`config.mk`:
```
export PLATFORM = sky130hd
export DESIGN_NAME = hbpt_ctl
export DESIGN_NICKNAME = d
export VERILOG_FILES = /design/src/rtl/hbpt_pkg.sv /design/src/rtl/hbpt_ctl.sv
export SDC_FILE = /design/constraint.sdc
export NUM_CORES = 1
export LEC_CHECK = 0
export BUFFER_PORTS_ARGS = -buffer_cell sky130_fd_sc_hd__clkbuf_2
export CELL_PAD_IN_SITES_DETAIL_PLACEMENT = 2
export CELL_PAD_IN_SITES_GLOBAL_PLACEMENT = 2
export CORE_AREA = 2 2 39 41
export DETAILED_ROUTE_END_ITERATION = 7
export DIE_AREA = 0 0 41 43
export PLACE_DENSITY = 0.56
export SKIP_LAST_GASP = 1
export SLEW_MARGIN = 20
export SYNTH_ARGS = -nofsm -noshare
export SYNTH_HDL_FRONTEND = slang
export SYNTH_SLANG_ARGS = --single-unit
```
`constraint.sdc`:
```
create_clock -name clk -period 3.1 [get_ports clk]
set_clock_uncertainty 0.15 [all_clocks]
set_input_delay 0 -clock clk [delete_from_list [all_inputs] [get_ports clk]]
set_output_delay 0 -clock clk [all_outputs]
set_load 0.05 [all_outputs]
```
`src/rtl/hbpt_pkg.sv`:
```
// ----------------------------------------------------------------------------
// Hydrogen bond pair test package
// Register codes, reset values, fixed widths and shared structs
// ----------------------------------------------------------------------------
package hbpt_pkg;

	// fixed field widths
	localparam int BOX_W      = 16;
	localparam int CFG_DATA_W = 16;
	localparam int CFG_IDX_W  = 8;
	localparam int CUT2_W     = 32;
	localparam int DSQ_W      = 34;
	localparam int FLAG_W     = 4;
	localparam int OUT_W      = 40;
	localparam int OUT_PAD_W  = OUT_W - DSQ_W - FLAG_W;

	// register indexes
	typedef enum logic [CFG_IDX_W-1:0] {
		REG_BOX_X  = 8'd0,
		REG_BOX_Y  = 8'd1,
		REG_BOX_Z  = 8'd2,
		REG_CUTOFF = 8'd3
	} cfg_reg_t;

	// register reset values
	localparam logic [BOX_W-1:0]  BOX_RESET  = 16'd25600;
	localparam logic [CUT2_W-1:0] CUT2_RESET = 32'd589824;

	// configuration as seen by the datapath
	typedef struct packed {
		logic [BOX_W-1:0]  box_x;
		logic [BOX_W-1:0]  box_y;
		logic [BOX_W-1:0]  box_z;
		logic [CUT2_W-1:0] cut2;
	} cfg_t;

	// per-stage load enables
	typedef struct packed {
		logic en1;
		logic en2;
		logic en3;
		logic en4;
	} pipe_en_t;

endpackage

```
`src/rtl/hbpt_ctl.sv`:
```
// ----------------------------------------------------------------------------
// Hydrogen bond pair test pipeline control
// Valid bits per stage and load enables that fill bubbles under stall
// ----------------------------------------------------------------------------
module hbpt_ctl import hbpt_pkg::*; (
	input  logic     clk,
	input  logic     arst_n,
	input  logic     s_tvalid,
	output logic     s_tready,
	output logic     m_tvalid,
	input  logic     m_tready,
	output pipe_en_t en
);

	logic v_s1;
	logic v_s2;
	logic v_s3;
	logic v_s4;

	// a stage loads when it is empty or its word moves on
	always_comb begin
		en.en4 = !v_s4 || m_tready;
		en.en3 = !v_s3 || en.en4;
		en.en2 = !v_s2 || en.en3;
		en.en1 = !v_s1 || en.en2;
	end

	assign s_tready = en.en1;
	assign m_tvalid = v_s4;

	// valid bits follow the data
	always_ff @(posedge clk or negedge arst_n) begin
		if (!arst_n) begin
			v_s1 <= 1'b0;
			v_s2 <= 1'b0;
			v_s3 <= 1'b0;
			v_s4 <= 1'b0;
		end else begin
			if (en.en1) v_s1 <= s_tvalid;
			if (en.en2) v_s2 <= v_s1;
			if (en.en3) v_s3 <= v_s2;
			if (en.en4) v_s4 <= v_s3;
		end
	end

endmodule

```
## Yosys cells after proc, flatten, opt, wreduce, memory -nomap -nowiden

Index checks and enable logic that the tools add are counted.

| operators by class | value |
|---|---|
| reduce and logical (&&, ||, !) cells | 8 |

Operators with widths:

| kind | number |
|---|---|
| 1-bit zero test | 4 |
| 1-bit logical OR | 4 |

| word-level totals | value |
|---|---|
| register bits after elaboration | 4 |
| bits of input ports | 4 |
| output and inout port bits | 6 |

## Logic depth before layout (Yosys ltp)

Gate-level depths: netlist (run 1).

| logic depth | value |
|---|---|
| word-level depth | 5 |
| mapped depth | 3 |

## Least setup slack after synthesis (run 1)

Ideal clock, no wire load.

| path | value |
|---|---|
| path type | register to output |
| start point | reg v_s4 (netlist: m_tvalid) |
| end point | out en[3] (netlist bit) |
| arrival time | 1.812 ns |
| required time | 2.950 ns |
| path slack | 1.138 ns |
| cell stages (with the launch flop) | 4 |
| cell sequence | dfrtp_1 -> nor2b_4 -> nand4_1 -> buf_4 |

| on the way | value |
|---|---|
| longest elaborated chain between the ends | 5 |

Ends and longest elaborated chain:

| element | RTL line | RTL |
|---|---|---|
| start, declared | hbpt_ctl.sv:18 | `logic v_s4;` |
| start signal, assigned | hbpt_ctl.sv:42 | `if (en.en4) v_s4 <= v_s3;` |
| 1-bit zero test | hbpt_ctl.sv:22 | `en.en4 = !v_s4 \|\| m_tready;` |
| 1-bit logical OR | hbpt_ctl.sv:22 |  |
| 1-bit logical OR | hbpt_ctl.sv:23 | `en.en3 = !v_s3 \|\| en.en4;` |
| 1-bit logical OR | hbpt_ctl.sv:24 | `en.en2 = !v_s2 \|\| en.en3;` |
| 1-bit logical OR | hbpt_ctl.sv:25 | `en.en1 = !v_s1 \|\| en.en2;` |
| end, declared | hbpt_ctl.sv:12 | `output pipe_en_t en` |

No other way between the ends.

==> out/metrics.sh, run 1 <==
TIMING.FINAL.MAX_SLEW_VIOLATIONS=0
DRT_FIRST_ITER_VIOLATIONS=0
FLOORPLAN.INITIALDENSITY=0.127
SYN-MEAN-INSTANCE-AREA_UM2=12.6
FLOORPLAN.DIE_AREA_UM2=1760
POWER.NET_SWITCHING_mW=0.0615
CLOCK_LATENCY_PS=230
NNETSFINAL=35
CRIT_ARRIVAL_PS=1180
MAXIMUM_FREQUENCY_FROM_STATIC_TIMING_ANALYSIS_MHz=750
STATUS='completed'
CTS_SETUP_BUFFERS=0
SYNTH_LARGEST_AREA_CELL='dfrtp_1'
MAPPEDNETLISTNETS=18
POST_SYNTH_MAIN_AREA_CONTRIBUTORS='dfrtp_1 (57%), nand2b_1 (11%), nor2b_4 (7.8%)'
TOTALNEGATIVESETUPSLACK_PS=0
POWER.DENSITY_CELL_AREA_nW_PER_UM2=601
MAX_CAP_VIOLATIONS=0
MIN_FROM='v_s1'
PORT-BUFFER-COUNT=9
CTS_BUFFER_DEPTH=2
GRT_MAX_DEGREE=6
DRIVE_ABOVE_1_SHARE=0.448
DR.PASS1.ITERS=1
GRT_PASS1_VIAS=186
HOLD_PATH_DEPTH=1
CTS_ROOT_BUFFER='clkbuf_4'
SETUP-VIOLATIONS-FINAL=0
POWER_LEAKAGE_nW=0.142
REG2REG_FROM='m_tvalid'
GLOBAL_ROUTE_USAGE_OVER_ALL_LAYERS=0.0706
YS_TOP_CELLS_BY_COUNT='dfrtp_1 (4), nand2b_1 (3)'
SHARE_OF_THE_YOSYS_CHIP_AREA_BELONGING_TO_REGISTERS=0.567
GRT.BUSIEST_LAYER='met4'
ASYNC_RESET_FF_FRAC=1.00
SHARE_COMB_OF_TOTAL_POWER=0.295
CRIT_FANOUT=3
DRT_DRC_VIOLATIONS_LEFT=0
GLOBAL_ROUTE.OVERFLOW_TOTAL=0
PLACEABLECOREAREA_UM2=1380
ROUTE.ANTENNA.REMAINING_NETS=0
PRECTSSETUPSLACK_PS=2020
HOLDCRITPATHCLASS='reg2reg'
YS_DOMINANT_REG_CELL='dfrtp_1'
POST_CTS_HOLD_BUFFER_COUNT=4
VDD.IR_DROP.WORST_V=0.000177
TIMING.CRITICAL_PATH.REQUIRED_PS=2950
SYNTH.YOSYS.WARNINGS=0
GPL.FINAL_WEIGHTED_CONGESTION=0.552
FLOORPLAN.DIE.WIDTH_UM=41
LAYOUT-AREA-OVERHEAD-VS-SYNTH_PCT=68.1
ENDPOINT='en[3]'
RSZ0062_AT_GRT='false'
NUMPLACEDINSTANCES=38
NUMBER_OF_INSTANCES_IN_THE_SYNTHESIZED_NETLIST=14
WORSTREG2REGEND='v_s1'
WORST-R2R-CELL-COUNT=2
SYNTH_TOP_CELL_AREA_SHARE=0.567
FINAL.MIN_CLOCK_PERIOD_PS=1330
WIRE_PER_INST_UM=10.5
MAX_SLEW_MARGIN=0.815
FIN_WS_PS=1770
COUNT_OF_H_TREE_LEVELS_BUILT_DURING_CTS=1
MET3_USAGE=0.0157
SYNTH_SEQ_CELLS=4
POST_SYNTH_INSTANCE_AREA_UM2=176
ROUTED_VIA_DENSITY=3.60
P_INT_mW=0.117
FLOORPLAN.DIE.HEIGHT_UM=43
GROUTE.LAYER.MET2.USAGE=0.0969
WORST-SLEW-PIN-TRANSITION_PS=279
WORST-SETUP-PATH-TYPE='in2out'
ANTENNA_CELLS=0
SINKS_ON_THE_CLOCK_NET=4
STARTPOINT='m_tready'
P_SEQ_FRAC=0.355
RRSETUPSLACK_PS=2060
TRITONCTS.NUM_BUFFERS=3
FINAL-INSTANCE-COUNT-EXCL-FILL=45
CLOCK_POWER_SHARE=0.350
POST_CTS_CLOCK_SLEW_AT_THE_LAUNCH_AND_CAPTURE_REGISTERS_OF_THE_WORST_SETUP_AND_HOLD_PATHS_PS=40
ROUTE.VIAS.TOTAL=162
SYNTH_ENABLE_FLOP_CELLS=0
LAYOUT.CORE_UTILIZATION=0.214
MET1_USAGE=0.0684
SYNTHDISTINCTLIBCELLS=9
TRITONCTS='yes'
WORST_SETUP_PATH_START_KIND='input port'
ROUTED_WL_UM=472
NUMBER_OF_TOP_LEVEL_PINS=10
TIMING_HOLD_VIOLATIONS_FINAL=0
POWER_SWITCHING_SHARE=0.345
NUMBER_OF_ANTENNA_VIOLATIONS_AT_THE_FIRST_CHECK_IN_GLOBAL_ROUTING=0
CTS_RESIZED=0
GRT_PASS1_WL_UM=731
POST-ROUTE-PERIOD-UTIL=0.430
SYNTH.MOST_COMMON_CELL='dfrtp_1'
NUM_ROWS=14
CRITPATHCAPTURETYPE='output port'
==> how the worst min path moves through the flow <==
stage	to	slack, ps
3_3_place_gp	v_s1	-340
6_report	v_s2	370
5_1_grt	v_s1	390
4_1_cts	v_s1	360
2_1_floorplan	m_tvalid	-450
3_5_place_dp	v_s1	-340
==> state kept, by name (all words and copies together) (netlist names) <==
signal	count
v_s2	1
v_s3	1
v_s1	1
m_tvalid	1
==> cell families (layout without fill, tap and decap cells) <==
family / Yosys count / after routing / synth area share
compound gates: 1 / 1 / 0.0567
buf+inv: 2 / 17 / 0.0638
flops: 4 / 4 / 0.567
simple gates: 7 / 7 / 0.312
==> metrics by stage <==
stage | cell area, µm² | power (mW) | hold WS [ps]
after floorplan | 176 | 0.101 | -446
after global placement | 234 | 0.113 | -343
after detailed placement | 234 | 0.113 | -341
after CTS | 297 | 0.183 | 363
after global routing | 297 | 0.190 | 393
final | 297 | 0.178 | 371
==> worst max-delay path, cell delays in order <==
cell	delay [ps]
dlygate4sd3_1	530
clkbuf_2	140
nor2b_4	120
nand4_1	130
clkbuf_2	260
==> cell usage in the layout (no fill, tap or decap), types with 3 or more instances in the layout <==
| cell type | Yosys | final |
|---|---|---|
| clkbuf_2 | 0 | 9 |
| dlygate4sd3_1 | 0 | 4 |
| dfrtp_1 | 4 | 4 |
| nand2b_1 | 3 | 3 |
| clkbuf_4 | 0 | 3 |
==> metal layers <==
layer / vias to the layer above / wire (µm)
li1: 78 / -
met1: 74 / 189
met2: 10 / 222
met3: 0 / 60
met4: 0 / 0
met5: - / 0
==> power groups by stage <==
stage	clock network [mW]	logic [mW]	registers [mW]
floorplan	0	0.0345	0.0665
global placement	0	0.0491	0.0636
detailed placement	0	0.0492	0.0640
CTS	0.0664	0.0533	0.0634
global route	0.0684	0.0568	0.0644
finish	0.0625	0.0525	0.0632
==> area by class of cell <==
class	instances	area (µm²)
clock buffers	3	22.5
fillers	161	1090
inverters	1	3.75
multi-input cells	8	65.1
flip-flops and latches	4	100
well taps	16	20.0
repair buffers	13	85.1
(Power assumes the default switching activity.)
==> run 2: changes to the inputs <==
- PLACE_DENSITY: 0.56 -> 0.58
- clock period: 3.1 -> 1.13 ns (I/O delays scaled with it)
==> out/metrics.sh, run 2 (synthesized netlist as in run 1, its figures left out) <==
POWER.NET_SWITCHING_mW=0.186  # was 0.0615 mW
FLOORPLAN.DIE.WIDTH_UM=41  # unchanged
GLOBAL_ROUTE.OVERFLOW_TOTAL=0  # unchanged
DRT_FIRST_ITER_VIOLATIONS=0  # unchanged
MAX_SLEW_MARGIN=0.817  # was 0.815
WORST_SETUP_PATH_START_KIND='register'  # was input port
DR.PASS1.ITERS=1  # unchanged
POST-ROUTE-PERIOD-UTIL=1.12
CTS_BUFFER_DEPTH=2  # unchanged
CLOCK_POWER_SHARE=0.357  # was 0.350
MET2ROUTEDLENGTH_UM=213  # was 222 µm
NUM_ROWS=14  # unchanged
ROUTE.ANTENNA.REMAINING_NETS=0  # unchanged
MET1WIRELENGTH_UM=222  # was 189 µm
PORT-BUFFER-COUNT=9  # unchanged
WIRE_PER_INST_UM=10.2  # was 10.5 µm
LAYOUT-AREA-OVERHEAD-VS-SYNTH_PCT=92.9  # was 68.1%
SHARE_COMB_OF_TOTAL_POWER=0.328  # was 0.295
GRT_PASS1_WL_UM=745  # was 731 µm
ROUTED_WL_UM=478  # was 472 µm
POST_CTS_CLOCK_SLEW_AT_THE_LAUNCH_AND_CAPTURE_REGISTERS_OF_THE_WORST_SETUP_AND_HOLD_PATHS_PS=40  # about the same
GPL.FINAL_WEIGHTED_CONGESTION=0.566  # was 0.552
VIOLATIONS='hold timing, setup timing'
CTS_ROOT_BUFFER='clkbuf_4'  # unchanged
FIN_WS_PS=-134  # was 1770 ps
DRT_DRC_VIOLATIONS_LEFT=0  # unchanged
TIMING.CRITICAL_PATH.REQUIRED_PS=980  # was 2950 ps
TRITONCTS.NUM_BUFFERS=3  # unchanged
CLOCK_LATENCY_PS=240  # was 230 ps
NNETSFINAL=36  # was 35
TIMING_HOLD_VIOLATIONS_FINAL=2  # was 0
GRT_PASS1_VIAS=181  # was 186
P_SEQ_FRAC=0.315  # was 0.355
FLOORPLAN.DIE_AREA_UM2=1760  # unchanged
NUMBER_OF_ANTENNA_VIOLATIONS_AT_THE_FIRST_CHECK_IN_GLOBAL_ROUTING=0  # unchanged
WL_MET3_UM=42  # was 60 µm
LAYOUT.CELLS.MOST_COMMON_LIST='clkbuf_2 (4), buf_4 (4)'  # was clkbuf_2 (9), dlygate4sd3_1 (4), dfrtp_1 (4)
ROUTED.TOP_LAYER='met3'  # unchanged
GLOBAL_ROUTE_USAGE_OVER_ALL_LAYERS=0.0696  # was 0.0706
DPL.HPWL_UM=368
CRIT_FANOUT=4  # was 3
MAX_CAP_VIOLATIONS=0  # unchanged
PLACEDINSTANCEAREA_UM2=235  # was 234 µm²
POWER.DENSITY_CELL_AREA_nW_PER_UM2=1620  # was 601 nW/µm²
COUNT_OF_H_TREE_LEVELS_BUILT_DURING_CTS=1  # unchanged
FLOORPLAN.INITIALDENSITY=0.127  # unchanged
ANTENNA_CELLS=0  # unchanged
P_INT_mW=0.366  # was 0.117 mW
POWER_LEAKAGE_nW=0.159  # was 0.142 nW
SETUP-VIOLATIONS-FINAL=4  # was 0
TIMING.FINAL.MAX_SLEW_VIOLATIONS=0  # unchanged
CRIT_ARRIVAL_PS=1110  # was 1180 ps
DRIVE_ABOVE_1_SHARE=0.516  # was 0.448
FINAL_DESIGN_AREA_NO_FILL_UM2=340  # was 297 µm²
FLOORPLAN.DIE.HEIGHT_UM=43  # unchanged
SINKS_ON_THE_CLOCK_NET=4  # unchanged
HOLDCRITPATHCLASS='in2reg'  # was reg2reg
NUMPLACEDINSTANCES=38  # unchanged
STATUS='finished with violations'  # was completed
NUMBER_OF_TOP_LEVEL_PINS=10  # unchanged
RSZ0062_AT_GRT='true'  # was false
WORST-SLEW-PIN-TRANSITION_PS=275  # was 279 ps
CRITPATHCAPTURETYPE='output port'  # unchanged
GRT_MAX_DEGREE=5  # was 6
TRITONCTS='yes'  # unchanged
FINAL-INSTANCE-COUNT-EXCL-FILL=47  # was 45
POWER_SWITCHING_SHARE=0.337  # was 0.345
WORST-SETUP-PATH-TYPE='reg2out'  # was in2out
ROUTE.VIAS.TOTAL=176  # was 162
VDD.IR_DROP.WORST_V=0.000426  # was 0.000177 V
PLACEABLECOREAREA_UM2=1380  # unchanged
FINALHOLDWORSTSLACK_PS=-15.4  # was 371 ps
MAXIMUM_FREQUENCY_FROM_STATIC_TIMING_ANALYSIS_MHz=791
FINAL.MIN_CLOCK_PERIOD_PS=1260
ROUTED_VIA_DENSITY=3.74  # was 3.60
==> run 2: cell types whose count changed in the layout (fill, tap and decap cells not counted), sizes merged <==
cell         previous run  this run
buf                     0         6
dlygate4sd3             4         3
clkbuf                 12         9
==> run 2: worst paths after layout <==
| check | start | to | slack, ps | depth (start not counted) |
|---|---|---|---|---|
| setup / recovery | m_tvalid | en[3] | -130 | 3 |
| min in group asynchronous | arst_n | v_s3 | 510 | 3 |
| max in group asynchronous | arst_n | m_tvalid | 130 | 3 |
| hold reg to reg | v_s1 | v_s2 | 360 | 1 |
| hold / removal | m_tready | m_tvalid | -20 | 4 |
| setup reg to reg | v_s3 | v_s1 | 90 | 2 |
==> run 2: worst max-delay path, cell delays in order (launching register included) <==
cell	delay, ps
dfrtp_2	380
nor2b_4	160
nand4_1	120
buf_4	220
==> run 2: per-layer routing <==
layer,track usage,vias up
met1,0.0879,84
met2,0.0844,10
met4,0.0800,0
li1,-,82
met3,0.0157,0
met5,0,-
==> run 2: what timing repair did <==
action / 4_1_cts / 5_1_grt
hold buffers: 3 / 0
setup buffers: 1 / 1
resized for setup: 8 / 4
endpoints found under the hold margin: 6 / 0
setup endpoints to repair: 5 / 5
pin swaps: 0 / 2
gates cloned: 0 / 0
==> run 2: area by class of cell <==
class | instances | area, µm²
Multi-Input combinational cell | 8 | 65.1
Timing Repair Buffer | 14 | 124
Fill cell | 154 | 1040
Clock buffer | 4 | 26.3
Tap cell | 16 | 20.0
Inverter | 1 | 3.75
Sequential cell | 4 | 101
==> run 2: power groups by stage <==
stage               combinational [mW]  sequential, mW  clock [mW]
CTS                              0.172           0.174       0.207
floorplan                       0.0968           0.183           0
global route                     0.193           0.176       0.217
detailed placement               0.135           0.177           0
global placement                 0.132           0.174           0
finish                           0.181           0.174       0.197
==> run 2: stage by stage <==
stage | power (mW) | util | hold WS (ps) | worst slack (ps) | TNS (ps)
floorplan | 0.280 | - | -446 | -631 | -1950
global placement | 0.307 | 0.170 | -344 | 73.8 | 0
detailed placement | 0.312 | 0.170 | -336 | 53.6 | 0
CTS | 0.552 | 0.239 | -42.7 | -167 | -477
global route | 0.587 | 0.246 | 20.0 | -190 | -589
finish | 0.552 | 0.246 | -15.4 | -134 | -341
