`src/rtl/hbpt_pkg.sv`:
```
// ----------------------------------------------------------------------------
// Hydrogen bond pair test package
// Register codes, reset values, fixed widths and shared structs
// ----------------------------------------------------------------------------
package hbpt_pkg;

	// fixed field widths
	localparam int BOX_W      = 16;
	localparam int CFG_DATA_W = 16;
	localparam int CFG_IDX_W  = 8;
	localparam int CUT2_W     = 32;
	localparam int DSQ_W      = 34;
	localparam int FLAG_W     = 4;
	localparam int OUT_W      = 40;
	localparam int OUT_PAD_W  = OUT_W - DSQ_W - FLAG_W;

	// register indexes
	typedef enum logic [CFG_IDX_W-1:0] {
		REG_BOX_X  = 8'd0,
		REG_BOX_Y  = 8'd1,
		REG_BOX_Z  = 8'd2,
		REG_CUTOFF = 8'd3
	} cfg_reg_t;

	// register reset values
	localparam logic [BOX_W-1:0]  BOX_RESET  = 16'd25600;
	localparam logic [CUT2_W-1:0] CUT2_RESET = 32'd589824;

	// configuration as seen by the datapath
	typedef struct packed {
		logic [BOX_W-1:0]  box_x;
		logic [BOX_W-1:0]  box_y;
		logic [BOX_W-1:0]  box_z;
		logic [CUT2_W-1:0] cut2;
	} cfg_t;

	// per-stage load enables
	typedef struct packed {
		logic en1;
		logic en2;
		logic en3;
		logic en4;
	} pipe_en_t;

endpackage

```
`src/rtl/hbpt_cfg.sv`:
```
// ----------------------------------------------------------------------------
// Hydrogen bond pair test configuration registers
// Box lengths and the squared cutoff, squared once at write time
// ----------------------------------------------------------------------------
module hbpt_cfg import hbpt_pkg::*; (
	input  logic                  clk,
	input  logic                  arst_n,
	input  logic                  cfg_valid,
	output logic                  cfg_ready,
	input  logic [CFG_IDX_W-1:0]  cfg_index,
	input  logic [CFG_DATA_W-1:0] cfg_data,
	output cfg_t                  cfg
);

	logic [BOX_W-1:0]  box_x_q;
	logic [BOX_W-1:0]  box_y_q;
	logic [BOX_W-1:0]  box_z_q;
	logic [CUT2_W-1:0] cut2_q;

	// writes are always taken
	assign cfg_ready = 1'b1;

	// register writes, indexes beyond the list are dropped
	always_ff @(posedge clk or negedge arst_n) begin
		if (!arst_n) begin
			box_x_q <= BOX_RESET;
			box_y_q <= BOX_RESET;
			box_z_q <= BOX_RESET;
			cut2_q  <= CUT2_RESET;
		end else if (cfg_valid) begin
			unique case (cfg_index)
				REG_BOX_X:  box_x_q <= cfg_data;
				REG_BOX_Y:  box_y_q <= cfg_data;
				REG_BOX_Z:  box_z_q <= cfg_data;
				REG_CUTOFF: cut2_q  <= CUT2_W'(cfg_data) * CUT2_W'(cfg_data);
				default: ;
			endcase
		end
	end

	assign cfg.box_x = box_x_q;
	assign cfg.box_y = box_y_q;
	assign cfg.box_z = box_z_q;
	assign cfg.cut2  = cut2_q;

endmodule

```
`config.mk`:
```
export PLATFORM = sky130hd
export DESIGN_NAME = hbpt_cfg
export DESIGN_NICKNAME = d
export VERILOG_FILES = /design/src/rtl/hbpt_pkg.sv /design/src/rtl/hbpt_cfg.sv
export SDC_FILE = /design/constraint.sdc
export NUM_CORES = 1
export LEC_CHECK = 0
export ABC_AREA = 1
export BUFFER_PORTS_ARGS = -buffer_cell sky130_fd_sc_hd__buf_4
export CAP_MARGIN = 10
export CELL_PAD_IN_SITES_DETAIL_PLACEMENT = 0
export CELL_PAD_IN_SITES_GLOBAL_PLACEMENT = 1
export CORE_MARGIN = 2
export CORE_UTILIZATION = 41
export DETAILED_ROUTE_END_ITERATION = 8
export PLACE_DENSITY = 0.81
export SETUP_SLACK_MARGIN = 0.05
export SLEW_MARGIN = 5
export SYNTH_ARGS = -nofsm -noshare
export SYNTH_HDL_FRONTEND = slang
export SYNTH_SLANG_ARGS = --single-unit
```
`constraint.sdc`:
```
create_clock -name clk -period 0.8 [get_ports clk]
set_input_delay 0.16 -clock clk [delete_from_list [all_inputs] [get_ports clk]]
set_output_delay 0.16 -clock clk [all_outputs]
set_load 0.005 [all_outputs]
```
Word-level counts from Yosys, hierarchy flattened

Cells that the tools add are included.

Add/subtract/negate cells: 0
Multiply operators: 1
Reduce and logical (&&, ||, !) cells: 5
Div/mod/pow operators: 0
Equal/unequal tests: 3
Multiplexer cells: 0
Bitwise gates (word level): 0
Order comparisons: 0
Shift-type cells: 0

Operators by type and width:

| kind               | number |
|---|---|
| $mul 16x16->32     | 1 |
| $eq 8x2->1 const B | 2 |
| $eq 8x1->1 const B | 1 |
| $logic_not 8->1    | 1 |
| $reduce_and 2->1   | 4 |

Memories: 0
Output and inout bits: 81
Logic and storage cells: 13
Latch bits: 0
Bits in read-only memories: 0
Register bits after elaboration: 80
Memory bits (writable): 0

Logic depth before layout (Yosys ltp)

Gate-level depths: netlist of the first run.

Word-level depth: 2
Depth in mapped cells: 28

Least setup slack after synthesis of the first run

Ideal clock, no wire load.

Kind: input -> register
Start: in cfg_data[9]
End: reg cut2_q[13]
Path slack: -4.342 ns
Arrival time: 5.024 ns
Stages on the path: 25
Cell sequence: clkbuf_1 clkbuf_1 nand2_1 inv_1 fa_1 inv_1 fa_1 inv_1 fa_1 inv_1 fa_1 inv_1 fa_1 inv_1 fa_1 inv_1 ha_1 nand2_1 inv_1 nand2_1 nand2_1 nand3b_1 or2_2 nand3_1 nand2_1

Cells in the longest elaborated chain, start to end: 1

Ends and longest elaborated chain:

| item                   | RTL line       | source |
|---|---|---|
| start: declaration     | hbpt_cfg.sv:11 | `input logic [CFG_DATA_W-1:0] cfg_data,` |
| $mul 16x16->32         | hbpt_cfg.sv:35 | `REG_CUTOFF: cut2_q <= CUT2_W'(cfg_data) * CUT2_W'(cfg_data);` |
| end signal: assignment | hbpt_cfg.sv:35 |  |
| end: declaration       | hbpt_cfg.sv:18 | `logic [CUT2_W-1:0] cut2_q;` |

No other way between the ends.
A chain may end at the register's enable or synchronous reset.

Worst setup path after layout of the first run

Start: in cfg_data[3]
End: reg cut2_q[12]

Same word-level chain as after synthesis.

==> results of run 1 <==
## flip-flops by register name (all words and copies together), names as in the netlist
| signal | cells |
|---|---|
| box_z_q | 16 |
| cut2_q | 31 |
| box_x_q | 16 |
| box_y_q | 16 |
## placed cells by master (no fill, tap or decap), types with 4 or more instances in the layout
cell       synthesis  routed
inv_1            380     332
nand2_1          431     292
buf_4              4     227
fa_1             162     158
buf_6              4     115
ha_1             102      72
nand2_2            1      71
nand2_4            0      66
dfrtp_1           68      66
o21ai_2            9      46
inv_2              1      45
ha_4               0      27
nor2_1            49      24
nand3_2            0      19
buf_12             0      16
nand3_1           35      14
o21ai_1           14      14
nor2_4             0      13
nor2_2             0      12
clkbuf_16          0      12
dfstp_2           11      11
a21oi_1           21      10
buf_8              0       9
xor2_1             8       8
a21oi_2            0       8
nand3b_1           8       8
xnor2_1           13       6
xnor2_2            0       5
buf_16             0       5
inv_6              0       4
fa_2               0       4
## area by class of cell
type                            instances  area share
Clock buffer                            9      0.0134
Clock inverter                          7     0.00497
Inverter                              381      0.0856
Multi-Input combinational cell        914       0.535
Sequential cell                        79       0.118
Tap cell                              335      0.0249
Timing Repair Buffer                  376       0.218
## cells in the mapped netlist, drive strengths merged
master    n  area (um^2)
nand3    35          175
inv     381         1430
buf      13          100
dfrtp    68         1700
nor3      2         15.0
clkbuf   34          128
xnor2    13          114
dfstp    11          289
nand3b    8         60.1
o21bai    4         30.0
nor2     49          184
nor3b     1         12.5
ha      102         1280
o21ai    63          349
fa      162         3240
conb      2         7.51
a21o      1         7.51
a31o      1         8.76
or2       6         37.5
o21a      1         7.51
nand2   432         1620
a21oi    21          105
nand4     3         18.8
xor2      8         70.1
## cells by family after synthesis
logic type | after synthesis
DFF | 79
AOI/OAI and AO/OA | 91
other | 2
buffers and inverters | 428
and+or+nand+nor | 536
xor gates and xnor gates | 21
adders and majority gates | 264
## final timing paths
path,startpoint,to,slack (ns),depth (start not counted)
worst max-delay path,cfg_data[3],cut2_q[12],-3.82,24
worst min-delay path,cfg_data[7],box_z_q[7],0.21,4
worst max register to register,box_x_q[15],box_x_q[15],-0.11,4
worst min register to register,cut2_q[19],cut2_q[19],0.49,2
max in group asynchronous,arst_n,cut2_q[19],0.15,3
min in group asynchronous,arst_n,box_z_q[12],0.33,3
## worst min-delay path: stages
cell	delay, ns
buf_12	0.12
inv_6	0.05
buf_4	0.13
o21ai_2	0.06
## layer usage
layer / track usage / vias up / part of all wire
li1: - / 4801 / -
met1: 0.288 / 4872 / 0.40
met2: 0.434 / 237 / 0.53
met3: 0.0352 / 74 / 0.040
met4: 0.0662 / 0 / 0.030
met5: 0 / - / 0
## stage by stage
stage | util | TNS (ns) | cell area, um^2
after floorplan | - | -115.74 | 11600
after global placement | 0.523 | -138.21 | 13700
after detailed placement | 0.523 | -140.24 | 13700
after CTS | 0.602 | -130.71 | 15800
after global routing | 0.643 | -143.09 | 16900
final | 0.643 | -134.64 | 16900
## timing repair
item	in CTS	in global routing
setup buffers	47	41
hold endpoints to repair	76	0
endpoints found under the setup margin	158	158
hold buffers	1	0
pin swaps	94	62
gates resized for setup	328	206
gates cloned	6	4
==> results_dict.tcl, run 1 <==
set metrics [dict create \
    gr-usage-all-layers 0.236 \
    crit_type "in2reg" \
    layout-drive-gt1-share 0.425 \
    htree_levels 3 \
    grt_overflow 0 \
    core-area_um2 26200 \
    cts_tree "done" \
    antenna_found_initial 0 \
    drt-initial-drc-count 511 \
    crit_buf_inv 9 \
    grt_start_max_net_pins 46 \
    antenna_cells 0 \
    critPathCaptureType "register" \
    finalWeightedCongestion 0.882 \
    regArea_um2 1990 \
    slowest_delay_ns 0.55 \
    maxCapViolations 0 \
    die_h_um 168 \
    worst_pin_slew_ns 0.697 \
    start_util 0.420 \
    startpoint_type "primary input" \
    rsz0062_at_grt "true" \
    setup_ws_ns -3.82 \
    synth-adder-area-share 0.411 \
    relSlewSlack 0.534 \
    fmax_mhz 216 \
    grt_pass1_vias 10527 \
    hpwl_mm 23.8 \
    outcome "complete, but fails checks" \
    nNetsFinal 2052 \
    ios 108 \
    drc 0 \
    layout.cells.non_filler 2101 \
    failed_checks "setup timing" \
    post_drt_wl_per_cell_um 16.1 \
    cpLargestDelayFamily "adder cells" \
    synth_xor_area_frac 0.0167 \
    hold_violations 0 \
    routed_wl_mm 33.9 \
    syn-cell-area_um2 11000 \
    synth.avg_cell_area_um2 7.74 \
    synth_seq_area_share 0.181 \
    synth_compound_area_frac 0.0462 \
    syn-instance-count 1421 \
    dp_cells 1988 \
    multi_input_area_um2 9010 \
    worstPathRequired_ns 1.04 \
    syn_to_final_growth_pct 53.3 \
    synth_cell_type_count 32 \
    synthMuxAreaShare 0 \
    hold_path_class "in2reg" \
    min_period_over_period 5.78 \
    cts_made_buffers 9 \
    ant_nets 0 \
    cp_slowest_cell "fa_1" \
    vias 9984 \
    clockBufferDepth 2 \
    ys_ff_latch 79 \
    finalMaxSlewViolations 0 \
    pre_cts_ws_ns -4.30 \
    grt_pass1_wl_mm 52.3 \
    dieWidth_um 168 \
    dr.pass1.iters 5 \
    setup_viol 158 \
    path_max_fanout 7 \
    ys_warn_count 0 \
    cp_cell_sequence "buf_12 > nand2_4 > inv_2 > fa_1 > inv_2 > fa_1 > inv_1 > fa_1 > inv_2 > fa_1 > inv_2 > fa_1 > inv_2 > fa_1 > inv_2 > ha_4 > nand2_4 > inv_2 > nand2_2 > nand2_2 > nand3b_1 > or2_4 > nand3_2 > nand2_1" \
    hold_ws_ns 0.206 \
    synthSimpleGateAreaFrac 0.193 \
    portBuffers 105 \
    cp_common_cell "inv_2" \
    synth_top_family_by_area "adder cells" \
    die_area_um2 28100 \
    worstPathArrival_ns 4.86 \
    path_clk_slew_ns 0.08 \
    clock-sinks 79 \
    syn-num-nets 1712 \
    clockRootBuffer "clkbuf_16" \
    fin_crit_ns 4.62 \
    fillers 2086 \
    fin_skew_ns 0 \
    viasPerCell 4.75 \
    insertion_delay_ns 0.35 \
    rows 59 \
]
Power of run 1 is left out: the tool's default activity adds up to more than one toggle a clock period on the data nets, which glitch-free logic cannot reach.
==> run 2, diff against run 1 <==
- SKIP_CTS_REPAIR_TIMING: unset -> 1
==> run 2 against run 1 <==
The flow still finishes with violations (setup timing). Highest routed layer unchanged. Clock skew unchanged. Via count is 1.2% lower. Largest cell class unchanged. Critical path depth shrank 2. Sequential share of layout area rose by 0.30 points.
==> results_dict.tcl, run 2 (synthesized netlist as in run 1, its figures left out) <==
set metrics [dict create \
    start_util 0.420 \
    rows 59 \
    hpwl_mm 23.8 \
    finalWeightedCongestion 0.882 \
    insertion_delay_ns 0.34 \
    fin_crit_ns 4.66 \
    grt_pass1_wl_mm 47.6 \
    reg2reg_slack_ns -0.06 \
    dieWidth_um 168 \
    post-route-util 0.626 \
    fin_skew_ns 0 \
    antenna_found_initial 0 \
    htree_levels 3 \
    antenna_cells 0 \
    outcome "complete, but fails checks" \
    grt_pass1_vias 9755 \
    nNetsFinal 2034 \
    die_h_um 168 \
    min_delay_path_depth 4 \
    die_area_um2 28100 \
    dp_cells 1988 \
    hp-start "cfg_data[7]" \
    most-common-layout-cells "330 x inv_1, 291 x nand2_1, 221 x buf_4, 158 x fa_1, 107 x buf_6" \
    cp_cell_sequence "buf_12 > nand2_2 > inv_1 > fa_1 > inv_1 > fa_1 > inv_1 > fa_1 > fa_1 > fa_1 > inv_1 > fa_1 > inv_2 > ha_4 > nand2_4 > inv_1 > nand2_1 > nand2_1 > nand3b_1 > buf_4 > xnor2_2 > o21ai_1" \
    finalMaxSlewViolations 0 \
    rsz0062_at_grt "true" \
    setup_viol 158 \
    crit_buf_inv 8 \
    core-area_um2 26200 \
    viasPerCell 4.73 \
    syn_to_final_growth_pct 49.3 \
    final_common_cell "inv_1" \
    vias 9860 \
    cts_tree "done" \
    routed_wl_mm 32.4 \
    dr.pass1.iters 5 \
    portBuffers 105 \
    startpoint_type "primary input" \
    cp_slowest_cell "fa_1" \
    ios 108 \
    clock-sinks 79 \
    hold_path_class "in2reg" \
    worst_pin_slew_ns 0.512 \
    design_area_um2 16400 \
    cts_made_buffers 9 \
    relSlewSlack 0.657 \
    post_drt_wl_per_cell_um 15.6 \
    gr-usage-all-layers 0.213 \
    worstPathRequired_ns 1.03 \
    maxCapViolations 0 \
    clockBufferDepth 2 \
    regMostFlops "cut2_q" \
    path_max_fanout 8 \
    r2r-end "cut2_q[14]" \
    drt-initial-drc-count 616 \
    worstPathArrival_ns 4.89 \
    grt_start_max_net_pins 46 \
    min_period_over_period 5.82 \
    layout-drive-gt1-share 0.406 \
    drc 0 \
    failed_checks "setup timing" \
    fmax_mhz 215 \
    holdPathEnd "box_y_q[7]" \
    hold_violations 0 \
    setup_ws_ns -3.86 \
    ant_nets 0 \
    cpLargestDelayFamily "adder cells" \
    grt_overflow 0 \
    r2r_cells 3 \
    r2r_start "cut2_q[14]" \
    path_clk_slew_ns 0.07 \
    largest_reg_flops 31 \
    fillers 2184 \
    placed_cell_area_um2 13700 \
    startpoint "cfg_data[6]" \
    clockRootBuffer "clkbuf_16" \
    slowest_delay_ns 0.54 \
    crit_type "in2reg" \
    layout.cells.non_filler 2083 \
    cp_common_cell "fa_1" \
    critPathCaptureType "register" \
]
-- run 2: cell types whose count changed in the layout (fill, tap and decap cells not counted), sizes merged --
cell    previous run  this run
clkbuf            12        16
buf              372       350
-- run 2: tightest hold or removal path, cell delays in order --
cell	delay [ns]
buf_12	0.12
inv_4	0.06
buf_4	0.12
o21ai_2	0.05
-- run 2: worst max path at each step --
stage | end | slack, ns | cells after the start
floorplan | cut2_q[13] | -4.03 | 25
global placement | cut2_q[22] | -4.29 | 23
detailed placement | cut2_q[22] | -4.30 | 23
CTS | cut2_q[22] | -3.96 | 23
global route | cut2_q[28] | -4.01 | 22
finish | cut2_q[15] | -3.86 | 22
-- run 2: final cells by class --
class,count,area [um^2],area share
Multi-Input combinational cell,914,8800,0.536
Timing Repair Buffer,358,3460,0.211
Clock buffer,9,225,0.0137
Inverter,381,1440,0.0874
Sequential cell,79,1990,0.121
Tap cell,335,419,0.0255
Clock inverter,7,83.8,0.00511
-- run 2: routing by layer --
layer | vias to the layer above | track usage | wire length [um]
li1 | 4758 | - | -
met1 | 4826 | 0.273 | 13200
met2 | 223 | 0.381 | 17200
met3 | 53 | 0.0307 | 1260
met4 | 0 | 0.0461 | 775
met5 | - | 0 | 0
-- run 2: metrics by stage --
step,setup TNS [ns],setup slack [ns],hold WS [ns]
2_1_floorplan,-115.74,-4.03,-0.136
5_1_grt,-140.72,-4.01,0.213
3_5_place_dp,-140.24,-4.30,0.146
3_3_place_gp,-138.21,-4.29,0.142
4_1_cts,-132.39,-3.96,-0.230
6_report,-132.16,-3.86,0.210
Power of run 2 is left out for the same reason.
==> run 3, diff against run 2 <==
- REMOVE_ABC_BUFFERS: unset -> 1
==> run 3 against run 2 <==
The run still ends with setup timing left. Flip-flop and latch count is the same. Non-clock buffer count decreased by 24. Routed wire length shrank 2.6%. Sequential share of layout area increased by 0.14 points. Die area is the same. Worst setup slack worse by 0.084 ns. First-iteration DRC count decreased by 22%. Clock skew is the same. Count of clock-buffer cells in the layout increased by 1. Critical path type unchanged. Critical endpoint is now cut2_q[27]. Highest routed layer unchanged.
==> results_dict.tcl, run 3 (synthesized netlist as in run 1, its figures left out) <==
set metrics [dict create \
    outcome "complete, but fails checks" \
    failed_checks "setup timing" \
    design_area_um2 16200 \
    fin_crit_ns 4.74 \
    min_period_over_period 5.93 \
    critPathCaptureType "register" \
    die_h_um 168 \
    vias 9776 \
    clock-sinks 79 \
    largest_reg_flops 31 \
    reg2reg_slack_ns -0.01 \
    clockBufferDepth 2 \
    crit_type "in2reg" \
    die_area_um2 28100 \
    worstPathRequired_ns 1.09 \
    drt-initial-drc-count 478 \
    layout-drive-gt1-share 0.393 \
    nNetsFinal 2010 \
    hp-start "cfg_data[9]" \
    hold_path_class "in2reg" \
    cts_tree "done" \
    grt_pass1_wl_mm 46.0 \
    grt_pass1_vias 9550 \
    gr-usage-all-layers 0.205 \
    path_clk_slew_ns 0.07 \
    antenna_cells 0 \
    cp_slowest_cell "fa_1" \
    hold_violations 0 \
    dr.pass1.iters 5 \
    ant_nets 0 \
    grt_overflow 0 \
    hpwl_mm 23.1 \
    startpoint_type "primary input" \
    fmax_mhz 211 \
    most-common-layout-cells "323 x inv_1, 304 x nand2_1, 192 x buf_4, 155 x fa_1, 110 x buf_6" \
    min_delay_path_depth 3 \
    regArea_um2 1990 \
    post_drt_wl_per_cell_um 15.3 \
    wl_met2_mm 15.9 \
    finalWeightedCongestion 0.851 \
    cp_common_cell "nand2_2" \
    r2r_start "box_x_q[10]" \
    portBuffers 105 \
    clockRootBuffer "clkbuf_16" \
    setup_viol 158 \
    maxCapViolations 0 \
    slowest_delay_ns 0.56 \
    placed_cell_area_um2 13400 \
    rsz0062_at_grt "true" \
    wl_met3_mm 1.17 \
    fillers 2131 \
    drt-met1-wl_mm 13.7 \
    setup_ws_ns -3.94 \
    totalNegativeSetupSlack_ns -130.12 \
    htree_levels 3 \
    fin_skew_ns 0 \
    start_util 0.420 \
    antenna_found_initial 0 \
    holdPathEnd "box_x_q[9]" \
    drc 0 \
    grt_start_max_net_pins 37 \
    multi_input_area_um2 8790 \
    syn_to_final_growth_pct 47.6 \
    finalMaxSlewViolations 0 \
    cts_made_buffers 9 \
    rows 59 \
    ios 108 \
    insertion_delay_ns 0.35 \
    r2r-end "box_x_q[10]" \
    routed_wl_mm 31.6 \
    highest_layer "met4" \
    path_max_fanout 4 \
    dieWidth_um 168 \
    core-area_um2 26200 \
    r2r_cells 3 \
    regMostFlops "cut2_q" \
    final_common_cell "inv_1" \
    viasPerCell 4.75 \
    worstPathArrival_ns 5.03 \
]
==> run 3: cell types whose count changed in the layout (fill, tap and decap cells not counted), sizes merged <==
cell / previous run / this run
clkinv: 1 / 0
inv: 385 / 382
clkbuf: 16 / 15
buf: 350 / 328
clkinvlp: 1 / 4
==> run 3: per-layer routing <==
| layer | vias up | GRT usage |
|---|---|---|
| li1 | 4712 | - |
| met1 | 4826 | 0.280 |
| met2 | 194 | 0.350 |
| met3 | 44 | 0.0269 |
| met4 | 0 | 0.0439 |
| met5 | - | 0 |
==> run 3: cell type report <==
cell class / instances / area share
timing repair buffer: 334 / 0.203
clock inverter: 6 / 0.00424
sequential: 79 / 0.123
clock buffer: 10 / 0.0141
tap: 335 / 0.0258
inverter: 381 / 0.0886
multi-input combinational: 914 / 0.542
==> run 3: worst max-delay path, delay by kind of cell <==
kind,cells,cell delay (ns)
adders and majority gates,7,3.33
and+or+nand+nor,10,0.64
buffers and inverters,10,0.77
AOI/OAI and AO/OA,1,0.12
==> run 3: worst max-delay path by stage <==
stage	from	to	cells after the start
2_1_floorplan	cfg_data[8]	cut2_q[13]	23
6_report	cfg_data[8]	cut2_q[27]	28
3_3_place_gp	cfg_data[8]	cut2_q[13]	24
5_1_grt	cfg_data[8]	cut2_q[27]	28
4_1_cts	cfg_data[8]	cut2_q[29]	25
3_5_place_dp	cfg_data[8]	cut2_q[29]	25
==> run 3: stage by stage <==
step	cells	hold slack [ns]	util	setup slack [ns]
2_1_floorplan	1374	-0.136	-	-4.03
3_3_place_gp	1985	0.0268	0.510	-4.44
3_5_place_dp	1985	0.0243	0.510	-4.50
4_1_cts	2001	-0.363	0.521	-4.17
5_1_grt	2059	0.164	0.619	-4.12
6_report	2059	0.152	0.619	-3.94
Power of run 3 is left out for the same reason.
