### config.mk
export PLATFORM = sky130hd
export DESIGN_NAME = hbpt_dist_lane
export DESIGN_NICKNAME = d
export VERILOG_FILES = /design/src/rtl/hbpt_pkg.sv /design/src/rtl/hbpt_dist_lane.sv
export SDC_FILE = /design/constraint.sdc
export NUM_CORES = 1
export LEC_CHECK = 0
export ABC_AREA = 1
export CORE_AREA = 10 10 238 240
export CTS_CLUSTER_SIZE = 10
export DETAILED_ROUTE_END_ITERATION = 10
export DIE_AREA = 0 0 248 250
export DONT_BUFFER_PORTS = 1
export PLACE_DENSITY = 0.52
export SLEW_MARGIN = 15
export SYNTH_ARGS = -nofsm -noshare
export SYNTH_HDL_FRONTEND = slang
export SYNTH_SLANG_ARGS = --single-unit
### constraint.sdc
create_clock -name clk -period 12.3 [get_ports clk]
set_clock_uncertainty 0.15 [all_clocks]
set_input_delay 2.46 -clock clk [delete_from_list [all_inputs] [get_ports clk]]
set_output_delay 2.46 -clock clk [all_outputs]
set_load 0.1 [all_outputs]
### src/rtl/hbpt_pkg.sv
// ----------------------------------------------------------------------------
// Hydrogen bond pair test package
// Register codes, reset values, fixed widths and shared structs
// ----------------------------------------------------------------------------
package hbpt_pkg;

	// fixed field widths
	localparam int BOX_W      = 16;
	localparam int CFG_DATA_W = 16;
	localparam int CFG_IDX_W  = 8;
	localparam int CUT2_W     = 32;
	localparam int DSQ_W      = 34;
	localparam int FLAG_W     = 4;
	localparam int OUT_W      = 40;
	localparam int OUT_PAD_W  = OUT_W - DSQ_W - FLAG_W;

	// register indexes
	typedef enum logic [CFG_IDX_W-1:0] {
		REG_BOX_X  = 8'd0,
		REG_BOX_Y  = 8'd1,
		REG_BOX_Z  = 8'd2,
		REG_CUTOFF = 8'd3
	} cfg_reg_t;

	// register reset values
	localparam logic [BOX_W-1:0]  BOX_RESET  = 16'd25600;
	localparam logic [CUT2_W-1:0] CUT2_RESET = 32'd589824;

	// configuration as seen by the datapath
	typedef struct packed {
		logic [BOX_W-1:0]  box_x;
		logic [BOX_W-1:0]  box_y;
		logic [BOX_W-1:0]  box_z;
		logic [CUT2_W-1:0] cut2;
	} cfg_t;

	// per-stage load enables
	typedef struct packed {
		logic en1;
		logic en2;
		logic en3;
		logic en4;
	} pipe_en_t;

endpackage

### src/rtl/hbpt_dist_lane.sv
// ----------------------------------------------------------------------------
// Hydrogen bond pair test distance lane
// One axis: difference, minimum image fold and square over three stages
// ----------------------------------------------------------------------------
module hbpt_dist_lane import hbpt_pkg::*; #(
	parameter  int COORD_BITS = 16,
	localparam int MW = COORD_BITS + 1,
	localparam int CW = (MW > BOX_W) ? MW : BOX_W
) (
	input  logic                         clk,
	input  pipe_en_t                     en,
	input  logic signed [COORD_BITS-1:0] hyd,
	input  logic signed [COORD_BITS-1:0] acc,
	input  logic [BOX_W-1:0]             box,
	output logic [2*CW-1:0]              sq_s3
);

	logic signed [MW-1:0] d_ha;
	logic signed [MW-1:0] d_ah;
	logic [MW-1:0]        mag_s1;
	logic [CW:0]          mag_w;
	logic [CW:0]          box_w;
	logic [CW:0]          two_mag;
	logic [CW:0]          bm;
	logic [CW:0]          mb;
	logic [CW-1:0]        c_fold;
	logic [CW-1:0]        c_s2;

	// stage 1: magnitude of hydrogen minus acceptor
	assign d_ha = MW'(hyd) - MW'(acc);
	assign d_ah = MW'(acc) - MW'(hyd);

	always_ff @(posedge clk) begin
		if (en.en1) mag_s1 <= d_ha[MW-1] ? d_ah : d_ha;
	end

	// stage 2: fold to box minus magnitude past half the box, or magnitude minus box past the box
	always_comb begin
		mag_w   = (CW+1)'(mag_s1);
		box_w   = (CW+1)'(box);
		two_mag = mag_w << 1;
		bm      = box_w - mag_w;
		mb      = mag_w - box_w;
		if (two_mag <= box_w) begin
			c_fold = mag_w[CW-1:0];
		end else if (bm[CW]) begin
			c_fold = mb[CW-1:0];
		end else begin
			c_fold = bm[CW-1:0];
		end
	end

	always_ff @(posedge clk) begin
		if (en.en2) c_s2 <= c_fold;
	end

	// stage 3: square
	always_ff @(posedge clk) begin
		if (en.en3) sq_s3 <= (2*CW)'(c_s2) * (2*CW)'(c_s2);
	end

endmodule

### Word level (Yosys, flattened, before mapping)

Cells that the tools add are included.

* input bits: 53
* word-level logic and storage cells: 13
* register bits: 68

* add/subtract/negate cells: 4
* multiplexer cells: 3
* multipliers: 1
* order comparisons: 1

Operators by type and width (number)
* multiplier 17 x 17 -> 34 bit: 1
* 2-to-1 mux 17 bit: 2
* subtractor 16 x 16 -> 17 bit: 2
* <= comparator 18 x 16 -> 1 bit: 1
* subtractor 16 x 17 -> 18 bit: 1
* subtractor 17 x 16 -> 17 bit: 1
* 2-to-1 mux 16 bit: 1

### Longest topological paths before layout

Gate-level depths: netlist of the first run.

* depth after elaboration: 3
* mapped depth: 27
* gate-level depth less buffers: 25

### Worst setup path after synthesis of the first run

No wires, ideal clock.

* path type: reg-to-reg
* from: register c_s2[7]
* to: register sq_s3[28] (data pin)
* period minus slack after synthesis: 5762 ps
* setup slack: 6538 ps
* arrival time: 5353 ps
* cell stages (with the launch flop): 23
* required time: 11891 ps
* cells stage by stage: edfxtp_1 clkbuf_1 clkbuf_1 nand2_1 fa_1 inv_1 fa_1 inv_1 fa_1 inv_1 fa_1 fa_1 inv_1 fa_1 inv_1 ha_1 a21oi_1 inv_1 a21oi_1 o21ai_0 nand2_1 nand3_1 xor2_1

* word-level cells in the longest chain between the ends: 1

RTL lines
* from (decl): line hbpt_dist_lane.sv:27 `logic [CW-1:0] c_s2;`
* from (signal assigned): line hbpt_dist_lane.sv:54 `if (en.en2) c_s2 <= c_fold;`
* multiplier 17 x 17 -> 34 bit: line hbpt_dist_lane.sv:59 `if (en.en3) sq_s3 <= (2*CW)'(c_s2) * (2*CW)'(c_s2);`
* to (signal assigned): line hbpt_dist_lane.sv:59
* to (decl): line hbpt_dist_lane.sv:15 `output logic [2*CW-1:0] sq_s3`

No other way between the ends.
A chain may end at the register's enable or synchronous reset.

### Final worst setup path of the first run

* from: register c_s2[7]
* to: register sq_s3[33] (data pin)

The elaborated chain is that of the path after synthesis.

==> flow_results.org, run 1 <==
** Layout
- Layout Utilization :: 31.1%
- In the final layout, the share of cells above drive strength 1 is 3.17%.
- With fillers left out, the area of the finished cells amounts to 0.0162 mm².
- 0 antenna diodes ended up in the layout.
- The top cell types in the final layout, fill and taps aside, are sky130_fd_sc_hd__nand2_1, sky130_fd_sc_hd__inv_1, sky130_fd_sc_hd__fa_1.
- Most frequent standard cell in the layout excluding fill and tap cells :: sky130_fd_sc_hd__nand2_1
- # nets final :: 2450
- Area growth from synthesis to layout :: 5.36%

** CTS
- Clock latency on the worst-skew pair, taken at its later pin, is 0.38 ns.
- Number of post-CTS setup repair buffers :: 0
- After clock tree synthesis, the clock-pin slew on the worst setup and hold paths is 0.07 ns.
- TritonCTS created 9 clock buffers.
- CTS built an H-tree with a depth of 3.
- CTS Sinks :: 67
- Buffer depth of the longest clock path :: 2
- Gates resized during post-CTS repair numbered 0.
- CTS placed an instance of sky130_fd_sc_hd__clkbuf_16 at the clock tree root.
- Clock tree from TritonCTS :: built
- Post-cts hold buffer count :: 0

** Timing
- The worst path in the final design needs a cycle of 6.40 ns, including I/O delays and setup.
- Dividing the final minimum period by the clock period gives 52.0%.
- Unrepaired setup endpoints after global routing :: false
- Final max-slew violation count :: 0
- Setup violations remaining at the end of the flow were counted as 0.
- Setup total negative slack :: 0 ns
- Number of hold violations in the final report :: 0
- For the pin with the worst max-slew slack, the measured transition is 0.940 ns.
- Timing would allow up to 156 MHz.
- Headroom to the max-slew limit came out at 37.4%.

** Floorplanning
- The die is 250 µm tall.
- Initial cell density of the core :: 29.5%
- Row Count :: 84
- The floorplan step defined a core boundary enclosing 0.0520 mm².
- # IOs :: 87
- Area of the die :: 0.0620 mm²
- The die is 248 µm wide.

** Logic synthesis
- Synthesis produced 2066 cells.
- Of all flip-flops after synthesis, the portion carrying an async set or reset was 0%.
- Mapped Area :: 0.0154 mm²
- Post-Synthesis Net Count :: 2503
- In this run, synthesis produced a sequential element count of 67.
- Summed over its instances, the top area cell type makes up 25.3% of the synthesized netlist area.
- In this run, distinct cell masters in the synthesized netlist total 42.
- Yosys attributes the largest share of cell area to sky130_fd_sc_hd__fa_1, sky130_fd_sc_hd__ha_1, sky130_fd_sc_hd__nand2_1.
- Portion of the post-synthesis area used by sequential elements :: 13.1%
- For this run, the number of Yosys warnings is 0.
- Each instance of the synthesized netlist takes up on average 7.43 µm².
- The largest total area in the synthesized netlist belongs to sky130_fd_sc_hd__fa_1.
- The synthesized design contains 67 enable-type register cells.
- Dominant synthesized flop cell :: sky130_fd_sc_hd__edfxtp_1

** Global route
- The number of global-route vias before repair was 12759.
- The number of antenna violations at the first check in global routing came to 0.
- Entering global routing, the biggest net connects 34 pins.
- The first global-routing pass estimated 63600 µm of wire.
- Aggregate global routing overflow :: 0
- Across every metal layer, demand over resource in global routing totals 12.8%.

** Detailed routing
- Total Wirelength :: 38200 µm
- Number of optimization iterations in the first detailed-route pass :: 5
- Wirelength per Cell :: 14.1 µm
- In this run the remaining antenna-violating nets after routing total 0.
- Using the TritonRoute via totals, the vias-per-cell ratio works out to 4.40.
- For this block, the initial DRC count from the detailed router was 486.
- For this run, design rule violations remaining after detail routing come to 0.
- Detailed routing inserted a total of 11919 vias.

** Job
- Total of max-cap violations :: 0

** Worst hold path
- Counting instances, the worst hold path has a depth of 2.
- Hold/Removal Path Class :: flip-flop to flip-flop

** Critical path
- In this run the worst path has a maximum fanout of 17.
- Crit path launch type :: flip-flop
- Setup slack, reg-to-reg :: 5.90 ns
- Startpoint of the most critical setup path :: c_s2[7]$_DFFE_PP_
- Data arrival time of the worst path :: 6.38 ns
- Data required time of the critical path :: 12.28 ns
- The worst register-to-register path ends at sq_s3[33]$_DFFE_PP_.
- The worst setup path is captured at a flip-flop.
- Class of the most critical setup path :: flip-flop to flip-flop
- Counting cells, the worst reg-to-reg path comes to 20.
- Endpoint of the worst setup timing path :: sq_s3[33]$_DFFE_PP_
- The startpoint identified for the worst register-to-register timing path is c_s2[7]$_DFFE_PP_.

** Placement
- Detailed placement ended at an HPWL of 32700 µm.
- Weighted congestion at the end of routability-driven global placement :: 0.868
- Buffers placed on the I/O ports in this run total 0.
- Once placement finished, the instance area stood at 0.0159 mm².

** Status
- Result of the run :: finished, final reports clean
-- layer usage --
| layer | vias up | part of all wire, % | global-route usage, % |
|---|---|---|---|
| li1 | 6089 | - | - |
| met2 | 196 | 49 | 22.5 |
| met4 | 0 | 1.3 | 3.10 |
| met1 | 5606 | 45 | 15.3 |
| met5 | - | 0 | 0 |
| met3 | 28 | 4.9 | 2.82 |
-- how the worst min path moves through the flow --
stage                               startpoint                  to  slack, ns
final                     mag_s1[13]$_DFFE_PP_  c_s2[13]$_DFFE_PP_       0.51
after global routing      mag_s1[12]$_DFFE_PP_  c_s2[12]$_DFFE_PP_       0.55
after CTS                  mag_s1[4]$_DFFE_PP_   c_s2[4]$_DFFE_PP_       0.51
after detailed placement   mag_s1[4]$_DFFE_PP_   c_s2[4]$_DFFE_PP_       0.51
after global placement    mag_s1[13]$_DFFE_PP_  c_s2[13]$_DFFE_PP_       0.51
after floorplan              c_s2[0]$_DFFE_PP_  sq_s3[0]$_DFFE_PP_       0.27
-- metrics by stage --
stage          instances  setup slack [ns]  hold WS (ns)
6_report            2706              5.90         0.513
5_1_grt             2706              5.56         0.551
4_1_cts             2706              5.96         0.513
3_5_place_dp        2690              5.95         0.513
3_3_place_gp        2690              6.05         0.514
2_1_floorplan       2066              6.54         0.274
-- kinds of logic after synthesis --
kind of cell / after synthesis / share of synthesized area [%]
AND/OR/NAND/NOR: 811 / 21.9
AO/OA/AOI/OAI: 161 / 5.76
other: 1 / 0.0244
buffers and inverters: 576 / 14.7
XOR/XNOR: 66 / 3.77
adder cells (fa/ha/maj): 384 / 40.8
flip-flops: 67 / 13.1
-- Yosys cell counts (2+ instances only) --
library cell and number:
sky130_fd_sc_hd__nand3_1 93, sky130_fd_sc_hd__ha_1 190, sky130_fd_sc_hd__a21oi_1 92, sky130_fd_sc_hd__nor2_1 89, sky130_fd_sc_hd__clkbuf_1 34, sky130_fd_sc_hd__a21oi_2 4
sky130_fd_sc_hd__edfxtp_1 67, sky130_fd_sc_hd__o21ai_1 9, sky130_fd_sc_hd__or2_2 5, sky130_fd_sc_hd__clkbuf_2 2, sky130_fd_sc_hd__buf_2 10, sky130_fd_sc_hd__nand4_1 13
sky130_fd_sc_hd__nand3b_1 5, sky130_fd_sc_hd__nor3_1 12, sky130_fd_sc_hd__o211ai_1 2, sky130_fd_sc_hd__fa_1 194, sky130_fd_sc_hd__inv_1 500, sky130_fd_sc_hd__o21bai_1 9
sky130_fd_sc_hd__buf_6 4, sky130_fd_sc_hd__xnor2_1 16, sky130_fd_sc_hd__inv_2 10, sky130_fd_sc_hd__nor2_4 5, sky130_fd_sc_hd__o21ai_0 31, sky130_fd_sc_hd__nand2_4 2
sky130_fd_sc_hd__xor2_1 50, sky130_fd_sc_hd__o21a_1 5, sky130_fd_sc_hd__nand2_2 17, sky130_fd_sc_hd__nand2_1 565, sky130_fd_sc_hd__buf_4 13, sky130_fd_sc_hd__a21o_1 6
-- final cells by class --
type | count | area (µm²)
multi-input combinational | 1423 | 11100
fill | 5705 | 35800
inverter | 512 | 1920
sequential | 67 | 2010
tap | 688 | 861
clock inverter | 7 | 67.6
clock buffer | 9 | 225
-- critical path: stages (launching register included) --
cell	delay, ns
sky130_fd_sc_hd__edfxtp_1	0.89
sky130_fd_sc_hd__nand2_1	0.19
sky130_fd_sc_hd__fa_1	0.63
sky130_fd_sc_hd__inv_1	0.07
sky130_fd_sc_hd__fa_1	0.52
sky130_fd_sc_hd__inv_1	0.06
sky130_fd_sc_hd__fa_1	0.53
sky130_fd_sc_hd__inv_1	0.05
sky130_fd_sc_hd__fa_1	0.46
sky130_fd_sc_hd__fa_1	0.55
sky130_fd_sc_hd__inv_1	0.05
sky130_fd_sc_hd__fa_1	0.52
sky130_fd_sc_hd__inv_1	0.04
sky130_fd_sc_hd__ha_1	0.34
sky130_fd_sc_hd__nand2_1	0.11
sky130_fd_sc_hd__o21ai_0	0.40
sky130_fd_sc_hd__a21oi_1	0.08
sky130_fd_sc_hd__nand2_1	0.21
sky130_fd_sc_hd__nand2_1	0.12
sky130_fd_sc_hd__nand3b_1	0.10
sky130_fd_sc_hd__nand2_1	0.06
-- flip-flops by register name (all words and copies together), names as in the netlist --
| register | cells |
|---|---|
| c_s2 | 17 |
| mag_s1 | 17 |
| sq_s3 | 33 |
Power of run 1 is not shown: default switching activity piles up to over one toggle a cycle in this logic, so the estimate is an artifact.
==> run 2: changes to the inputs <==
ABC_AREA = 0   (was 1)
CORE_AREA = 10 10 231 233   (was 10 10 238 240)
DIE_AREA = 0 0 241 243   (was 0 0 248 250)
clock period = 6.59 ns   (was 12.3 ns; I/O delays follow)
==> run 2 against run 1 <==
Die area decreased by 5.5%; non-clock buffer count increased by 61; critical path depth unchanged; register-to-register slack got worse by 5.6 ns; worst setup slack got worse by 5.6 ns; hold slack improved by 0.079 ns; count of clock-buffer cells in the layout increased by 2; sequential cell count unchanged; largest cell class unchanged.
==> flow_results.org, run 2 <==
** Status
- Result of the run :: finished, final reports clean

** Critical path
- STA puts the critical path data required time at 6.60 ns.
- Measured in cells, the most critical reg-to-reg path has a length of 20.
- Cell mode on critical path :: sky130_fd_sc_hd__fa_1
- The worst setup path is captured at a flip-flop.
- The worst register-to-register path begins at c_s2[4]$_DFFE_PP_.
- Cell-by-cell listing of the critical path :: buf_4, and2_1, fa_1, inv_1, fa_1, fa_1, inv_1, fa_1, fa_1, inv_1, fa_1, inv_1, ha_1, and3_1, o21a_1, o31ai_1, a31oi_1, buf_4, o2111a_1, a311oi_1
- STA classifies the critical path startpoint as a flip-flop.
- Along the worst path, the maximum fanout reaches 5.
- The number of buffers and inverters on the critical path is 6.
- Class of the most critical setup path :: flip-flop to flip-flop
- In this run the worst setup path begins at c_s2[4]$_DFFE_PP_.
- Counting buffers and inverters, the worst setup path is 20 cells deep.
- Following the worst setup path forward leads to its endpoint at sq_s3[26]$_DFFE_PP_.
- Largest delay share family, worst path :: adder cells
- For this run, the slowest stage of the critical path takes 0.54 ns.
- The worst register-to-register path ends at sq_s3[26]$_DFFE_PP_.
- Data arrival time of the worst path :: 6.32 ns
- Among all stages on the critical path, the largest delay is contributed by sky130_fd_sc_hd__fa_1.
- Setup slack, reg-to-reg :: 0.28 ns

** Timing
- Number of hold violations in the final report :: 0
- Static timing analysis puts the maximum clock frequency at 159 MHz.
- Final cycle utilization of the critical path :: 95.7%
- Final max-slew violation count :: 0
- Setup repair after global routing left no endpoint under its margin.
- Crit path time final :: 6.31 ns
- Setup violations remaining at the end of the flow were counted as 0.
- Setup total negative slack :: 0 ns
- Slew at the pin closest to its max-slew limit :: 0.990 ns
- Slew headroom :: 34.0%

** Layout
- Number of flip-flops under the largest register name :: 33
- Total area of multi-input combinational cells :: 0.0109 mm²
- Fillers :: 5078
- Sequential standard cell area :: 0.00201 mm²
- The net count of the finished layout is 2054.
- sq_s3 holds more flip-flops than any other register.
- In the layout the commonest cells are sky130_fd_sc_hd__inv_1, sky130_fd_sc_hd__fa_1, sky130_fd_sc_hd__ha_1.
- Number of diodes :: 0
- In the final layout, the share of cells above drive strength 1 is 6.42%.
- Compared with the post-synthesis result, the final layout area differs by 9.12%.
- Most frequent standard cell in the layout excluding fill and tap cells :: sky130_fd_sc_hd__inv_1
- The largest registers in the layout are sq_s3 x33, c_s2 x17, mag_s1 x17.

** Floorplanning
- The initial utilization of the core area, before any placement, comes to 29.7%.
- Die height :: 243 µm
- The floorplan step set the die width to 241 µm.
- Area inside the core boundary :: 0.0486 mm²
- # IOs :: 87
- Row Count :: 81
- The floorplan step defined a die boundary enclosing 0.0586 mm².

** Logic synthesis
- Post-synth EDFFs :: 67
- Counting flops and latches in the post-synthesis netlist gives 67.
- The largest total area in the synthesized netlist belongs to sky130_fd_sc_hd__fa_1.
- The most used flip-flop cell after synthesis is sky130_fd_sc_hd__edfxtp_1.
- Mapped Area :: 0.0145 mm²
- Counting flops with an async set or reset pin after synthesis yields a share of 0%.
- Post-Synthesis Cells :: 1599
- Synthesis warning total :: 0
- Post-Synthesis Net Count :: 2036
- After synthesis, flip-flops and latches occupy 13.9% of the total area.
- After synthesis, the mean cell area works out to 9.04 µm².
- Most used standard cells in the synthesized netlist :: sky130_fd_sc_hd__inv_1, sky130_fd_sc_hd__fa_1, sky130_fd_sc_hd__ha_1
- sky130_fd_sc_hd__inv_1 is the most common cell in the netlist.
- The synthesized design devotes to its leading area cell type 26.9% of total area.
- Top post-synthesis cells by area :: sky130_fd_sc_hd__fa_1, sky130_fd_sc_hd__ha_1, sky130_fd_sc_hd__edfxtp_1
- Yosys cell types :: 69

** Detailed routing
- Detailed routing inserted a total of 10804 vias.
- Dividing the detail-routed wire length by the instance count gives 15.9 µm.
- For this run, design rule violations remaining after detail routing come to 0.
- The routed design has 35700 µm of wire.
- Number of optimization iterations in the first detailed-route pass :: 5
- After the first detailed-routing iteration, the DRC count stood at 413.
- Dividing the detail-routed via count by the number of cells gives 4.82.
- The count of nets left with antenna violations once routing finished came out at 0.

** CTS
- Counting along the longest clock path gives a buffer depth of 2.
- Number of clock buffers inserted by TritonCTS :: 9
- For this design, the sink count on the clock tree is 67.
- After clock tree synthesis, the clock-pin slew on the worst setup and hold paths is 0.05 ns.
- TritonCTS built the clock tree.
- The later pin in the worst-skew pair is clocked with a latency of 0.36 ns.
- H-tree level count :: 3
- Root buffer selected by CTS :: sky130_fd_sc_hd__clkbuf_16

** Global route
- Aggregate global routing overflow :: 0
- Number of antenna violations at the first check in global routing :: 0
- Largest net degree at the start of global routing :: 34
- Across every metal layer, demand over resource in global routing totals 12.4%.
- Wire length of the first global-routing pass :: 58100 µm
- The number of global-route vias before repair is 11335.

** Placement
- Half-perimeter wire length of the detailed placement result :: 30700 µm
- The congestion estimate from routability-driven global placement came to 0.877.
- During placement, the flow inserted port buffers numbering 0.

** Job
- The tool flagged a number of max-cap violations equal to 0.

** Worst hold path
- The tightest min-delay check is of the flip-flop to flip-flop type.
-- run 2: how the worst min path moves through the flow --
stage                             start                 end  slack [ns]  cells past startpoint
floorplan             c_s2[0]$_DFFE_PP_  sq_s3[0]$_DFFE_PP_        0.39                      0
global placement    mag_s1[3]$_DFFE_PP_   c_s2[3]$_DFFE_PP_        0.58                      2
detailed placement  mag_s1[5]$_DFFE_PP_   c_s2[5]$_DFFE_PP_        0.57                      2
CTS                 mag_s1[5]$_DFFE_PP_   c_s2[5]$_DFFE_PP_        0.58                      2
global route        mag_s1[3]$_DFFE_PP_   c_s2[3]$_DFFE_PP_        0.65                      2
finish              mag_s1[5]$_DFFE_PP_   c_s2[5]$_DFFE_PP_        0.59                      2
-- run 2: per-stage QoR --
stage          util, %  setup slack [ns]  cell area [µm²]  std cells  hold WS [ns]
2_1_floorplan        -             0.539            14500       1599         0.395
3_3_place_gp      31.7            0.0358            15400       2223         0.577
3_5_place_dp      31.7            0.0294            15400       2223         0.571
4_1_cts           32.3            0.0130            15700       2238         0.584
5_1_grt           32.4            0.0232            15800       2243         0.649
6_report          32.4             0.284            15800       2243         0.592
-- run 2: logic make-up (layout without fill, tap and decap cells) --
kind of cell	count (synthesis)	count (layout)	synth area share, %
muxes	34	34	2.41
DFF	67	67	13.9
and+or+nand+nor	358	358	12.5
xor gates and xnor gates	56	56	3.39
adders and majority gates	384	384	43.3
other	1	1	0.0259
AOI/OAI and AO/OA	298	298	13.7
buffers and inverters	401	423	10.7
-- run 2: layout make-up --
class | count | share of cell area, %
multi-input cells | 1131 | 69.3
flip-flops and latches | 67 | 12.8
inverters | 347 | 8.26
well taps | 622 | 4.94
repair buffers | 61 | 2.98
clock buffers | 11 | 1.48
clock inverters | 4 | 0.270
-- run 2: tightest hold or removal path, cell delays in order (launching register included) --
cell                       delay (ns)
sky130_fd_sc_hd__edfxtp_1        0.43
sky130_fd_sc_hd__nor2_1          0.08
sky130_fd_sc_hd__a21oi_1         0.11
-- run 2: repair_timing --
item                                    4_1_cts  5_1_grt
gates resized for setup                       0        8
endpoints found under the hold margin         0        0
hold buffers                                  0        0
endpoints found under the setup margin        0        8
buffers inserted                              0        5
-- run 2: layer usage --
layer | GRT usage (%) | wire (µm)
met2 | 21.3 | 18100
met5 | 0 | 0
met1 | 15.2 | 15500
met3 | 2.98 | 1690
met4 | 3.05 | 459
Power of run 2 is left out for the same reason.
